File: config.mk
export PLATFORM = sky130hd
export DESIGN_NAME = random_server_picker
export DESIGN_NICKNAME = d
export VERILOG_FILES = /design/src/hdl/rsp_pkg.sv /design/src/hdl/rsp_ctrl.sv /design/src/hdl/rsp_datapath.sv /design/src/hdl/random_server_picker.sv
export SDC_FILE = /design/constraint.sdc
export NUM_CORES = 1
export LEC_CHECK = 0
export BUFFER_PORTS_ARGS = -buffer_cell sky130_fd_sc_hd__buf_2
export CAP_MARGIN = 20
export CORE_UTILIZATION = 35
export DETAILED_ROUTE_END_ITERATION = 7
export RECOVER_POWER = 100
export SLEW_MARGIN = 10
export SYNTH_ARGS = -nofsm -noshare
export SYNTH_HDL_FRONTEND = slang
export SYNTH_SLANG_ARGS = --single-unit
File: constraint.sdc
create_clock -name clk -period 5.2 [get_ports clk]
set_clock_uncertainty 0.1 [all_clocks]
set_input_delay 1.04 -clock clk [delete_from_list [all_inputs] [get_ports clk]]
set_output_delay 1.04 -clock clk [all_outputs]
set_load 0.005 [all_outputs]
File: src/hdl/rsp_pkg.sv
// Shared codes, widths and controller/datapath interface types for the server picker.
package rsp_pkg;

    localparam int MAX_SERVERS_DEF = 16;

    localparam int OP_W  = 2;
    localparam int ID_W  = 16;
    localparam int RND_W = 31;
    localparam int ST_W  = 3;

    localparam logic [OP_W-1:0] OP_ADD    = 2'd0;
    localparam logic [OP_W-1:0] OP_REMOVE = 2'd1;
    localparam logic [OP_W-1:0] OP_PICK   = 2'd2;

    localparam logic [ST_W-1:0] ST_OK      = 3'd0;
    localparam logic [ST_W-1:0] ST_PRESENT = 3'd1;
    localparam logic [ST_W-1:0] ST_ABSENT  = 3'd2;
    localparam logic [ST_W-1:0] ST_FULL    = 3'd3;
    localparam logic [ST_W-1:0] ST_EMPTY   = 3'd4;

    localparam logic [1:0] RD_SCAN = 2'd0;
    localparam logic [1:0] RD_LAST = 2'd1;
    localparam logic [1:0] RD_PICK = 2'd2;

    typedef struct packed {
        logic            load;
        logic            rd_en;
        logic [1:0]      rd_sel;
        logic            scan_inc;
        logic            div_step;
        logic            wr_add;
        logic            wr_move;
        logic            finish;
        logic            use_pick;
        logic [ST_W-1:0] code;
    } cmd_t;

    typedef struct packed {
        logic scan_end;
        logic match;
        logic full;
        logic empty;
        logic div_last;
    } stat_t;

endpackage

File: src/hdl/rsp_ctrl.sv
// Controller state machine sequencing scan, move, remainder and pick steps.
module rsp_ctrl
(
    input  logic                    clk,
    input  logic                    rst_n,
    input  logic                    start,
    input  logic [rsp_pkg::OP_W-1:0] operation,
    output logic                    busy,
    output rsp_pkg::cmd_t           cmd,
    input  rsp_pkg::stat_t          st
);

    localparam logic [2:0] S_IDLE     = 3'd0;
    localparam logic [2:0] S_SCAN_RD  = 3'd1;
    localparam logic [2:0] S_SCAN_CMP = 3'd2;
    localparam logic [2:0] S_MOVE     = 3'd3;
    localparam logic [2:0] S_DIV      = 3'd4;
    localparam logic [2:0] S_PICK_RD  = 3'd5;
    localparam logic [2:0] S_PICK_OUT = 3'd6;

    logic [2:0]               state_reg, state_next;
    logic [rsp_pkg::OP_W-1:0] op_reg, op_next;

    assign busy = (state_reg != S_IDLE);

    always_ff @(posedge clk or negedge rst_n)
    begin
        if (!rst_n)
        begin
            state_reg <= S_IDLE;
            op_reg    <= rsp_pkg::OP_ADD;
        end
        else
        begin
            state_reg <= state_next;
            op_reg    <= op_next;
        end
    end

    always_comb
    begin
        state_next = state_reg;
        op_next    = op_reg;
        cmd        = '0;
        cmd.code   = rsp_pkg::ST_OK;
        case (state_reg)
            S_IDLE:
            begin
                if (start)
                begin
                    cmd.load = 1'b1;
                    op_next  = operation;
                    case (operation)
                        rsp_pkg::OP_ADD, rsp_pkg::OP_REMOVE:
                        begin
                            state_next = S_SCAN_RD;
                        end
                        rsp_pkg::OP_PICK:
                        begin
                            if (st.empty)
                            begin
                                cmd.finish = 1'b1;
                                cmd.code   = rsp_pkg::ST_EMPTY;
                            end
                            else
                            begin
                                state_next = S_DIV;
                            end
                        end
                        default:
                        begin
                            cmd.finish = 1'b1;
                        end
                    endcase
                end
            end
            S_SCAN_RD:
            begin
                if (st.scan_end)
                begin
                    state_next = S_IDLE;
                    cmd.finish = 1'b1;
                    if (op_reg == rsp_pkg::OP_ADD)
                    begin
                        if (st.full)
                        begin
                            cmd.code = rsp_pkg::ST_FULL;
                        end
                        else
                        begin
                            cmd.wr_add = 1'b1;
                        end
                    end
                    else
                    begin
                        cmd.code = rsp_pkg::ST_ABSENT;
                    end
                end
                else
                begin
                    cmd.rd_en  = 1'b1;
                    cmd.rd_sel = rsp_pkg::RD_SCAN;
                    state_next = S_SCAN_CMP;
                end
            end
            S_SCAN_CMP:
            begin
                if (st.match)
                begin
                    if (op_reg == rsp_pkg::OP_ADD)
                    begin
                        cmd.finish = 1'b1;
                        cmd.code   = rsp_pkg::ST_PRESENT;
                        state_next = S_IDLE;
                    end
                    else
                    begin
                        cmd.rd_en  = 1'b1;
                        cmd.rd_sel = rsp_pkg::RD_LAST;
                        state_next = S_MOVE;
                    end
                end
                else
                begin
                    cmd.scan_inc = 1'b1;
                    state_next   = S_SCAN_RD;
                end
            end
            S_MOVE:
            begin
                cmd.wr_move = 1'b1;
                cmd.finish  = 1'b1;
                state_next  = S_IDLE;
            end
            S_DIV:
            begin
                cmd.div_step = 1'b1;
                if (st.div_last)
                begin
                    state_next = S_PICK_RD;
                end
            end
            S_PICK_RD:
            begin
                cmd.rd_en  = 1'b1;
                cmd.rd_sel = rsp_pkg::RD_PICK;
                state_next = S_PICK_OUT;
            end
            S_PICK_OUT:
            begin
                cmd.finish   = 1'b1;
                cmd.use_pick = 1'b1;
                state_next   = S_IDLE;
            end
            default:
            begin
                state_next = S_IDLE;
            end
        endcase
    end

endmodule

File: src/hdl/rsp_datapath.sv
// Datapath: slot memory, count, scan index, bit-serial remainder and result registers.
module rsp_datapath
#(
    parameter int MAX_SERVERS = rsp_pkg::MAX_SERVERS_DEF,
    parameter int CNT_W       = $clog2(MAX_SERVERS + 1)
)
(
    input  logic                      clk,
    input  logic                      rst_n,
    input  rsp_pkg::cmd_t             cmd,
    output rsp_pkg::stat_t            st,
    input  logic [rsp_pkg::ID_W-1:0]  target_id,
    input  logic [rsp_pkg::RND_W-1:0] random_value,
    output logic                      done,
    output logic [rsp_pkg::ID_W-1:0]  picked_server,
    output logic [rsp_pkg::ST_W-1:0]  status,
    output logic [CNT_W-1:0]          server_count
);

    localparam int IDX_W = (MAX_SERVERS > 1) ? $clog2(MAX_SERVERS) : 1;
    localparam int DC_W  = $clog2(rsp_pkg::RND_W);

    logic [rsp_pkg::ID_W-1:0]  mem [MAX_SERVERS];
    logic [rsp_pkg::ID_W-1:0]  rd_data_reg;
    logic [rsp_pkg::ID_W-1:0]  id_reg;
    logic [rsp_pkg::RND_W-1:0] rnd_reg, rnd_next;
    logic [CNT_W-1:0]          rem_reg, rem_next;
    logic [DC_W-1:0]           dcnt_reg, dcnt_next;
    logic [CNT_W-1:0]          scan_reg, scan_next;
    logic [CNT_W-1:0]          cnt_reg, cnt_next;
    logic                      done_reg;
    logic [rsp_pkg::ID_W-1:0]  picked_reg;
    logic [rsp_pkg::ST_W-1:0]  status_reg;
    logic [CNT_W-1:0]          last_idx;
    logic [CNT_W:0]            trial;
    logic [IDX_W-1:0]          rd_addr;

    assign last_idx = cnt_reg - 1'b1;
    assign trial    = {rem_reg, rnd_reg[rsp_pkg::RND_W-1]};

    assign st.scan_end = (scan_reg >= cnt_reg);
    assign st.match    = (rd_data_reg == id_reg);
    assign st.full     = (cnt_reg >= CNT_W'(MAX_SERVERS));
    assign st.empty    = (cnt_reg == '0);
    assign st.div_last = (dcnt_reg == '0);

    always_comb
    begin
        case (cmd.rd_sel)
            rsp_pkg::RD_SCAN: rd_addr = scan_reg[IDX_W-1:0];
            rsp_pkg::RD_LAST: rd_addr = last_idx[IDX_W-1:0];
            rsp_pkg::RD_PICK: rd_addr = rem_reg[IDX_W-1:0];
            default:          rd_addr = '0;
        endcase
    end

    always_comb
    begin
        rnd_next  = rnd_reg;
        rem_next  = rem_reg;
        dcnt_next = dcnt_reg;
        scan_next = scan_reg;
        cnt_next  = cnt_reg;
        if (cmd.load)
        begin
            rnd_next  = random_value;
            rem_next  = '0;
            dcnt_next = DC_W'(rsp_pkg::RND_W - 1);
            scan_next = '0;
        end
        if (cmd.scan_inc)
        begin
            scan_next = scan_reg + 1'b1;
        end
        if (cmd.div_step)
        begin
            rnd_next = {rnd_reg[rsp_pkg::RND_W-2:0], 1'b0};
            if (trial >= {1'b0, cnt_reg})
            begin
                rem_next = CNT_W'(trial - {1'b0, cnt_reg});
            end
            else
            begin
                rem_next = CNT_W'(trial);
            end
            if (dcnt_reg != '0)
            begin
                dcnt_next = dcnt_reg - 1'b1;
            end
        end
        if (cmd.wr_add)
        begin
            cnt_next = cnt_reg + 1'b1;
        end
        else if (cmd.wr_move)
        begin
            cnt_next = last_idx;
        end
    end

    always_ff @(posedge clk)
    begin
        if (cmd.rd_en)
        begin
            rd_data_reg <= mem[rd_addr];
        end
        if (cmd.wr_add)
        begin
            mem[cnt_reg[IDX_W-1:0]] <= id_reg;
        end
        else if (cmd.wr_move)
        begin
            mem[scan_reg[IDX_W-1:0]] <= rd_data_reg;
        end
    end

    always_ff @(posedge clk)
    begin
        if (cmd.load)
        begin
            id_reg <= target_id;
        end
        rnd_reg  <= rnd_next;
        rem_reg  <= rem_next;
        dcnt_reg <= dcnt_next;
        scan_reg <= scan_next;
        if (cmd.finish)
        begin
            picked_reg <= cmd.use_pick ? rd_data_reg : '0;
            status_reg <= cmd.code;
        end
    end

    always_ff @(posedge clk or negedge rst_n)
    begin
        if (!rst_n)
        begin
            cnt_reg  <= '0;
            done_reg <= 1'b0;
        end
        else
        begin
            cnt_reg  <= cnt_next;
            done_reg <= cmd.finish;
        end
    end

    assign done          = done_reg;
    assign picked_server = picked_reg;
    assign status        = status_reg;
    assign server_count  = cnt_reg;

    a_cnt_bound: assert property (@(posedge clk) disable iff (!rst_n)
        cnt_reg <= CNT_W'(MAX_SERVERS))
        else $error("server count above capacity");

    a_add_not_full: assert property (@(posedge clk) disable iff (!rst_n)
        cmd.wr_add |-> !st.full)
        else $error("append into a full slot list");

    a_err_zero_pick: assert property (@(posedge clk) disable iff (!rst_n)
        done_reg && (status_reg != rsp_pkg::ST_OK) |-> (picked_reg == '0))
        else $error("nonzero picked server on error");

    a_cnt_with_done: assert property (@(posedge clk) disable iff (!rst_n)
        (cnt_reg != $past(cnt_reg)) |-> done_reg)
        else $error("count changed without a result");

endmodule

File: src/hdl/random_server_picker.sv
// Top level of the random server picker: controller plus datapath.
//
//  channel  | signals                                        | transaction
//  ---------+------------------------------------------------+---------------------------
//  command  | start, busy, operation, target_id, random_value| edge with start && !busy
//  result   | done, picked_server, status, server_count      | edge ending a done cycle
//
//  Add/remove: a read state and a compare state per occupied slot compared, then the final count check or the move.
//  Pick: a 31-step bit-serial remainder, then one memory read; an empty pick
//  and an unused operation code finish in the idle state. done follows the finishing edge.
//  Reset clears the count and controller; slot contents are left as they are.
//  The receiver cannot stall: each result shows for one cycle only.
module random_server_picker
#(
    parameter int MAX_SERVERS = rsp_pkg::MAX_SERVERS_DEF,
    parameter int CNT_W       = $clog2(MAX_SERVERS + 1)
)
(
    input  logic                      clk,
    input  logic                      rst_n,
    input  logic                      start,
    output logic                      busy,
    input  logic [rsp_pkg::OP_W-1:0]  operation,
    input  logic [rsp_pkg::ID_W-1:0]  target_id,
    input  logic [rsp_pkg::RND_W-1:0] random_value,
    output logic                      done,
    output logic [rsp_pkg::ID_W-1:0]  picked_server,
    output logic [rsp_pkg::ST_W-1:0]  status,
    output logic [CNT_W-1:0]          server_count
);

    rsp_pkg::cmd_t  cmd;
    rsp_pkg::stat_t st;

    rsp_ctrl u_ctrl
    (
        .clk       (clk),
        .rst_n     (rst_n),
        .start     (start),
        .operation (operation),
        .busy      (busy),
        .cmd       (cmd),
        .st        (st)
    );

    rsp_datapath
    #(
        .MAX_SERVERS (MAX_SERVERS),
        .CNT_W       (CNT_W)
    )
    u_dp
    (
        .clk           (clk),
        .rst_n         (rst_n),
        .cmd           (cmd),
        .st            (st),
        .target_id     (target_id),
        .random_value  (random_value),
        .done          (done),
        .picked_server (picked_server),
        .status        (status),
        .server_count  (server_count)
    );

endmodule

# --- After elaboration in Yosys (flattened, before gate mapping) ---
# Memories as Yosys holds them, arrays and structs flattened. A register that Yosys moved wholly into a read port is not among the register bits.
# Cells that the tools add are included.
totals:
  regBits: 92
  ramBits: 256
  inputBits: 52
  word_cells: 111
  mem_count: 1
op_classes:
  n_addsub: 5
  magnitude_cmp: 3
  n_eq_ne: 15
  n_mux: 59
  n_reduce_logical: 16
memory_table:
  columns: ["name", "depth", "word_bits", "read_ports", "rd_clocked_by_memory_dff", "wr", "line", "text"]
  rows:
  - ["u_dp.mem", 16, 16, 1, 1, 1, "rsp_datapath.sv:23", "logic [rsp_pkg::ID_W-1:0] mem [MAX_SERVERS];"]
ops:
  columns: ["op", "count"]
  rows:
  - ["$mux W31", 2]
  - ["$mux W5", 9]
  - ["$mux W3", 12]
  - ["$mux W1", 23]
  - ["$pmux W3 S3", 2]
  - ["$eq A16 B16 Y1", 1]
  - ["$mux W16", 1]
  - ["$reduce_or A16 Y1", 1]
  - ["$pmux W3 S5", 1]
  - ["$pmux W4 S3", 1]
  - ["$add A5 B1 Y5 const B", 2]
  - ["$logic_not A5 Y1", 2]
  - ["$sub A5 B1 Y5 const B", 2]
  - ["$eq A3 B3 Y1 const B", 3]
  - ["$mux W2", 4]
  - ["$eq A3 B2 Y1 const B", 2]
  - ["$ge A6 B5 Y1", 1]
  - ["$logic_not A2 Y1", 3]
  - ["$ne A3 B3 Y1 const B", 2]
  - ["$pmux W3 S2", 1]
  - ["$reduce_bool A2 Y1", 3]
  - ["$ge A5 B5 Y1", 1]
  - ["$ge A5 B5 Y1 const B", 1]
  - ["$reduce_bool A5 Y1", 1]
  - ["13 further kinds", 17]

# --- Logic depth before layout (Yosys ltp) ---
# Gate-level depths: netlist of run 1.
depth:
  word_depth: 9
  depth_mapped: 11
  mapped_depth_nobuf: 10

# --- Cells and area by module ---
# From an unflattened synthesis of run 1, not the netlist that was laid out.
hier_totals:
  hier_cells: 1074
  hier_area_um2: 15194.6
by_module_without_submodules:
  columns: ["module", "n_inst", "cells_per_inst", "area_per_inst_um2", "seq_area_each_um2"]
  rows:
  - ["rsp_datapath", 1, 1025, 14757.9, 10690.3]
  - ["rsp_ctrl", 1, 49, 436.7, 125.1]

# --- Worst setup path before layout of run 1 ---
# OpenSTA, ideal clock, no wires.
synth_path:
  path_kind: "reg2reg"
  startpoint: "register u_dp.id_reg[10] (netlist name)"
  endpoint: "register u_dp.picked_reg, in the netlist u_dp.picked_server[0] (enable)"
  setup_ns: 0.466
  arrival_time_ns: 3.608
  required_ns: 4.634
  slack_ns: 1.026
  path_stages_with_launch: 6
  synth_period_minus_slack_ns: 4.174
  path_cell_list: "edfxtp_1 -> xor2_1 -> nor4_1 -> and4_2 -> nand2_1 -> o311ai_0"
synth_lines:
  columns: ["element", "line", "text"]
  rows:
  - ["start, declared", "rsp_datapath.sv:25", "logic [rsp_pkg::ID_W-1:0] id_reg;"]
  - ["start signal, assigned", "rsp_datapath.sv:121", "id_reg <= target_id;"]
  - ["end signal, assigned", "rsp_datapath.sv:129", "picked_reg <= cmd.use_pick ? rd_data_reg : '0;"]
  - ["end, declared", "rsp_datapath.sv:32", "logic [rsp_pkg::ID_W-1:0] picked_reg;"]

# --- Worst setup path after layout of run 1 ---
layout_path:
  startpoint: "register u_dp.rd_data_reg[1] (netlist name), read port of u_dp.mem"
  endpoint: "register u_dp.rd_data_reg[13] (netlist name), read port of u_dp.mem, data pin"
layout_via:
  elab_chain_cells: 5
layout_rtl:
  columns: ["element", "line", "text"]
  rows:
  - ["start, declared", "rsp_datapath.sv:24", "logic [rsp_pkg::ID_W-1:0] rd_data_reg;"]
  - ["$eq A16 B16 Y1 *", "rsp_datapath.sv:42", "assign st.match = (rd_data_reg == id_reg);"]
  - ["$mux W3 *", "rsp_ctrl.sv:108", "if (st.match)"]
  - ["$pmux W3 S3 *", "rsp_ctrl.sv:46", "case (state_reg)"]
  - ["$eq A2 B2 Y1 (tied with other cells)", "rsp_datapath.sv:49", "case (cmd.rd_sel)"]
  - ["$pmux W4 S3", "rsp_datapath.sv:49", null]
# Mark *: on every way between the ends. The rest lies on a longest branch, timed or not.
# A chain may end at the register's enable or synchronous reset.

==> results.cfg, run 1 <==
[floorplanning]
rows = 75
io_pins = 78
die-width_um = 209
fp.dieH_um = 209
core-area_um2 = 42200
die_area_um2 = 43900
initial_utilization = 0.357

[timing]
fin_crit_sh = 0.875
whs_ns = 0.361
hold_viol = 0
tightest_slew_ns = 2.61
fmax_mhz = 220
maxSlewHeadroom = -0.740
setup_violations = 0
slew_violations = 81
rsz0062_at_grt = no
setup-tns-final_ns = 0
finalWorstPathRequiredPeriod_ns = 4.55

[critical_path]
worstPathMaxFanout = 16
cp-start-kind = flop
end_kind = flop
crit_arrival_ns = 4.84
path_class = reg -> reg
required_ns = 5.49

[synth]
synth_top_area_cell = edfxtp_1
ys_seq_elements = 364
synth_top_area_share = 0.692
ys_async_sr_fraction = 0.0302
syn_nets = 1024
yosys-top-cells-area = edfxtp_1 (69%), mux2i_1 (8.6%), o22ai_1 (2.8%)
synthCells = 956
synth_warnings = 0
avgSynthCellArea_um2 = 15.7
netlist_area_um2 = 15100
synth_edf_count = 347
synth-main-ff-cell = edfxtp_1
ys_seq_area_frac = 0.718
synth_cell_types = 62

[power]
p_seq_frac = 0.443
p_leak_uw = 0.00632
power.switching_uw = 3180
intPower_uw = 6610
p_total_uw = 9790
pwr_density_cell_nw_per_um2 = 567
power_frac_clock = 0.272
switching_share = 0.325
p_comb_frac = 0.284
ir_worst_vdd_mv = 0.292

[detailed_routing]
first_pass_iters = 5
avgRoutedWirePerCell_um = 22.0
via_per_inst = 5.31
dr_total_vias = 8607
drt-initial-drc-count = 770
drc = 0
drt_wl_total_mm = 35.7
ant_nets = 0

[cells_and_area]
nets = 1123
layout-drive-gt1-share = 0.152
fillers = 3821
largest_reg_flops = 256
insertedDiodeCount = 0
syn_to_final_growth_pct = 14.7

[cts]
max-clock-path-buffers = 3
cts-buffers-inserted = 37
path_clk_slew_ns = 0.06
htree_num_levels = 2
cts.sinks = 364
clockRootBuffer = clkbuf_16
hold_buffers = 0
cts_tree = built
clkLatencyLatePin_ns = 0.53
postCtsSetupRepairBufs = 0
post_cts_resized = 0

[grt]
grt_pass1_vias = 8380
grt_pass1_wl_mm = 53.5
antenna_found_initial = 0
grt_max_degree = 69
grt_usage = 0.164
gr-total-overflow = 0

[placement]
hpwl_mm = 21.5
port_buffers = 77
place_congestion = 0.795

[run_status]
violations = capacitance limit, slew limit
status = finished, violations left

[run]
cap_violations = 3

[hold_path]
hp-class = reg -> reg
==> metrics by stage <==
stage | instance area [µm²] | worst slack (ns) | utilization | cells
global route | 17300 | 0.518 | 0.409 | 1622
detailed placement | 16100 | 1.25 | 0.382 | 1555
floorplan | 15100 | 1.03 | - | 956
CTS | 17400 | 1.23 | 0.411 | 1622
global placement | 16100 | 1.32 | 0.382 | 1554
finish | 17300 | 0.649 | 0.409 | 1622
==> cell type report <==
class                   count  area, µm²  share of cell area
clock inverters            24        229              0.0133
multi-input cells         529       3890               0.225
inverters                  14       52.6             0.00304
well taps                 539        674              0.0391
flip-flops and latches    364      10800               0.626
clock buffers              43       1000              0.0579
repair buffers            109        603              0.0349
==> final timing paths <==
path	from	endpoint	slack, ns	cells after the start
hold / removal	u_dp.rnd_reg[0]	u_dp.rnd_reg[0]	0.36	2
setup / recovery	u_dp.rd_data_reg[1]	u_dp.rd_data_reg[13]	0.65	8
max in group asynchronous	rst_n	u_ctrl.state_reg[0]	3.99	1
setup reg to reg	u_dp.rd_data_reg[1]	u_dp.rd_data_reg[13]	0.65	8
min in group asynchronous	rst_n	u_dp.server_count[2]	0.50	1
hold reg to reg	u_dp.rnd_reg[0]	u_dp.rnd_reg[0]	0.36	2
==> layout by cell type (no fill, tap or decap), types with 18 or more instances in the layout <==
master and instances:
clkbuf_1 24, xor2_1 18, buf_2 63, nand2_1 72, buf_4 22, edfxtp_1 347
o22ai_1 66, a22o_1 30, mux2i_1 130, nor2_1 31, clkbuf_16 38, or4_1 18
==> cell usage after synthesis, drive strengths merged, types with 3 or more instances <==
library cell and instances:
mux2i 130, nor3 17, a221oi 3, dfxtp 6, inv 13, ha 15
nand2 72, o22ai 67, and2 18, or4 18, a21oi 11, and3 5
buf 29, o21ai 12, a211oi 3, a31oi 9, clkbuf 20, xor2 18
dfrtp 11, or3 4, nand3 7, nand2b 4, a22o 30, nor2 42
nand3b 3, edfxtp 347, nor4 5, a21o 6, xnor2 7
==> critical path, stage by stage (launching register included) <==
cell,delay (ns)
edfxtp_1,0.48
xor2_1,0.20
nor4_1,0.56
and4_1,0.47
a21oi_4,0.13
a221oi_1,0.73
nand3b_1,1.00
o22ai_1,0.56
or4_1,0.19
==> cells by family (layout without fill, tap and decap cells) <==
group	after synthesis	in the layout	synth area share
DFF	364	364	0.718
and+or+nand+nor	204	204	0.0690
AOI/OAI and AO/OA	154	154	0.0735
muxes	130	130	0.0864
buffers and inverters	63	190	0.0245
xor gates and xnor gates	25	25	0.0145
adders and majority gates	16	16	0.0138
==> routing by layer <==
metal	share of wire	up-vias	GRT usage	wire length (µm)
met5	0	-	0	0
met2	0.49	269	0.277	17600
met3	0.050	64	0.0239	1800
li1	-	3924	-	-
met4	0.026	0	0.0558	926
met1	0.43	4350	0.215	15400
==> power groups by stage <==
| stage | clock, µW | combinational (µW) | sequential [µW] |
|---|---|---|---|
| after floorplan | 0 | 2110 | 4230 |
| after global placement | 0 | 2790 | 4380 |
| after detailed placement | 0 | 2830 | 4390 |
| after CTS | 2710 | 2840 | 4330 |
| after global routing | 2810 | 3040 | 4390 |
| final | 2670 | 2780 | 4340 |
No activity file was read; power rests on OpenSTA's default activity.
==> inputs of run 2 (changes only) <==
Settings changed: SYNTH_HIERARCHICAL set to 1.
==> results.cfg, run 2 <==
[timing]
maxSlewHeadroom = -0.341
tightest_slew_ns = 2.01
fin_crit_sh = 0.936
slew_violations = 76
setup-tns-final_ns = 0
hold_viol = 0
fmax_mhz = 205
rsz0062_at_grt = no
whs_ns = 0.399
finalWorstPathRequiredPeriod_ns = 4.87
setup_violations = 0

[critical_path]
crit_arrival_ns = 5.04
critPathBufInv = 1
path_cells = xnor2_1, nand4_1, nor4_1, o21ai_0, nor3_4, nand2b_4, o22a_4, buf_12, a21oi_1, a32o_1, o22ai_1, a221o_1
cp_top_family = compound AO/OA/AOI/OAI gates
required_ns = 5.37
worstPathMaxFanout = 87
cpPeakStageDelay_ns = 0.70
end_kind = flop
r2r-start = u_dp/rd_data_reg[2]
path_class = reg -> reg
worst-path-stages = 12
cpMaxStageDelayCell = nor4_1
rr_worst_depth = 12
r2r-end = u_dp/rd_data_reg[11]
cp-start-kind = flop
r2r_slack_ns = 0.33

[synth]
synth_edf_count = 347
avgSynthCellArea_um2 = 14.1
synth_most_common_cell = edfxtp_1
ys_seq_elements = 364
synth_cell_types = 60
synth_top_area_cell = edfxtp_1
synth-main-ff-cell = edfxtp_1
synth_warnings = 6
yosys-top-cells-area = edfxtp_1 (69%), nand2_1 (5.1%), a21oi_1 (2.5%)
synthCells = 1074
synth_common_cells = edfxtp_1 (347), nand2_1 (205), a21oi_1 (75)
ys_async_sr_fraction = 0.0302
ys_seq_area_frac = 0.712
synth_top_area_share = 0.686
netlist_area_um2 = 15200
syn_nets = 1141

[cells_and_area]
insertedDiodeCount = 0
multi_input_area_um2 = 3980
nets = 1224
fillers = 3955
final_util = 0.411
mostFrequentLayoutCells = edfxtp_1 (347), nand2_1 (205), a21oi_1 (75), buf_2 (61), clkbuf_16 (40)
largest_reg_flops = 256
final_common_cell = edfxtp_1
syn_to_final_growth_pct = 14.7
layout-drive-gt1-share = 0.143
regArea_um2 = 10800

[cts]
clockRootBuffer = clkbuf_16
htree_num_levels = 2
cts_tree = built
cts.sinks = 364
path_clk_slew_ns = 0.06
max-clock-path-buffers = 3
postCtsSetupRepairBufs = 0
clkLatencyLatePin_ns = 0.55
hold_buffers = 0
cts-buffers-inserted = 39

[detailed_routing]
via_per_inst = 5.26
first_pass_iters = 5
avgRoutedWirePerCell_um = 20.1
drc = 0
drt-initial-drc-count = 722
drt_wl_total_mm = 35.4
ant_nets = 0
dr_total_vias = 9282

[floorplanning]
core-area_um2 = 42400
fp.dieH_um = 210
io_pins = 78
rows = 75
die-width_um = 210
initial_utilization = 0.358
die_area_um2 = 44300

[power]
power_frac_clock = 0.257
ir_worst_vdd_mv = 0.339
switching_share = 0.346
p_seq_frac = 0.410
p_comb_frac = 0.333
intPower_uw = 6880
power.switching_uw = 3650
p_leak_uw = 0.00586
pwr_density_cell_nw_per_um2 = 604

[placement]
port_buffers = 77
place_congestion = 0.837
hpwl_mm = 20.4

[run]
cap_violations = 2

[grt]
antenna_found_initial = 0
grt_pass1_wl_mm = 53.2
grt_usage = 0.158
grt_max_degree = 92
grt_pass1_vias = 8843
gr-total-overflow = 0

[hold_path]
hold_depth = 2
hold_end = u_dp/dcnt_reg[4]
hp-class = reg -> reg
hp-start = u_dp/dcnt_reg[4]

[run_status]
violations = capacitance limit, slew limit
status = finished, violations left
[run 2: stage by stage]
| step | power, µW | instances | setup WS, ns | cell area [µm²] |
|---|---|---|---|---|
| after global placement | 7790 | 1691 | 0.499 | 16300 |
| final | 10500 | 1763 | 0.333 | 17400 |
| after detailed placement | 7880 | 1691 | 0.344 | 16300 |
| after CTS | 10600 | 1761 | 0.328 | 17500 |
| after global routing | 11100 | 1763 | 0.0448 | 17400 |
| after floorplan | 6870 | 1074 | 1.57 | 15200 |
[run 2: cell type report]
class	instances	area share
Clock inverter	24	0.0122
Clock buffer	46	0.0593
Inverter	16	0.00345
Tap cell	577	0.0414
Timing Repair Buffer	110	0.0347
Multi-Input combinational cell	626	0.228
Sequential cell	364	0.621
[run 2: worst max-delay path by stage]
stage | slack (ns) | to | startpoint
floorplan | 1.57 | u_dp/mem[10][0] | u_dp/scan_reg[0]
global placement | 0.50 | u_dp/rd_data_reg[11] | u_dp/rd_data_reg[2]
detailed placement | 0.34 | u_dp/rd_data_reg[11] | u_dp/rd_data_reg[2]
CTS | 0.33 | u_dp/rd_data_reg[11] | u_dp/rd_data_reg[2]
global route | 0.04 | u_dp/rd_data_reg[11] | u_dp/rd_data_reg[2]
finish | 0.33 | u_dp/rd_data_reg[11] | u_dp/rd_data_reg[2]
[run 2: what timing repair did]
action                                  4_1_cts  5_1_grt
endpoints found under the setup margin        0        1
hold endpoints to repair                      0        0
gates resized for setup                       0        1
[run 2: worst reg2reg max path: cells and delay by family, from the launching register on]
kind                   cells  cell delay (ns)
flip-flops                 1             0.50
AND/OR/NAND/NOR            4             1.65
AO/OA/AOI/OAI              6             1.73
buffers and inverters      1             0.39
XOR/XNOR                   1             0.24
[run 2: cell families after synthesis]
family | count (synthesis) | share of synthesized area
buf+inv | 85 | 0.0301
mux | 25 | 0.0180
flops | 364 | 0.712
xor+xnor | 29 | 0.0167
compound gates | 241 | 0.117
fa+ha+maj | 15 | 0.0128
simple gates | 315 | 0.0931
[run 2: power groups by stage]
stage               Sequential, µW  Clock (µW)  Combinational [µW]
floorplan                     4240           0                2630
global placement              4360           0                3440
detailed placement            4370           0                3510
CTS                           4310        2760                3530
global route                  4370        2870                3860
finish                        4320        2700                3510
[run 2: metal layers]
layer	GRT usage	part of all wire	vias up
met1	0.209	0.43	4637
li1	-	-	4279
met3	0.0212	0.061	62
met4	0.0549	0.025	0
met2	0.265	0.49	304
met5	0	0	-
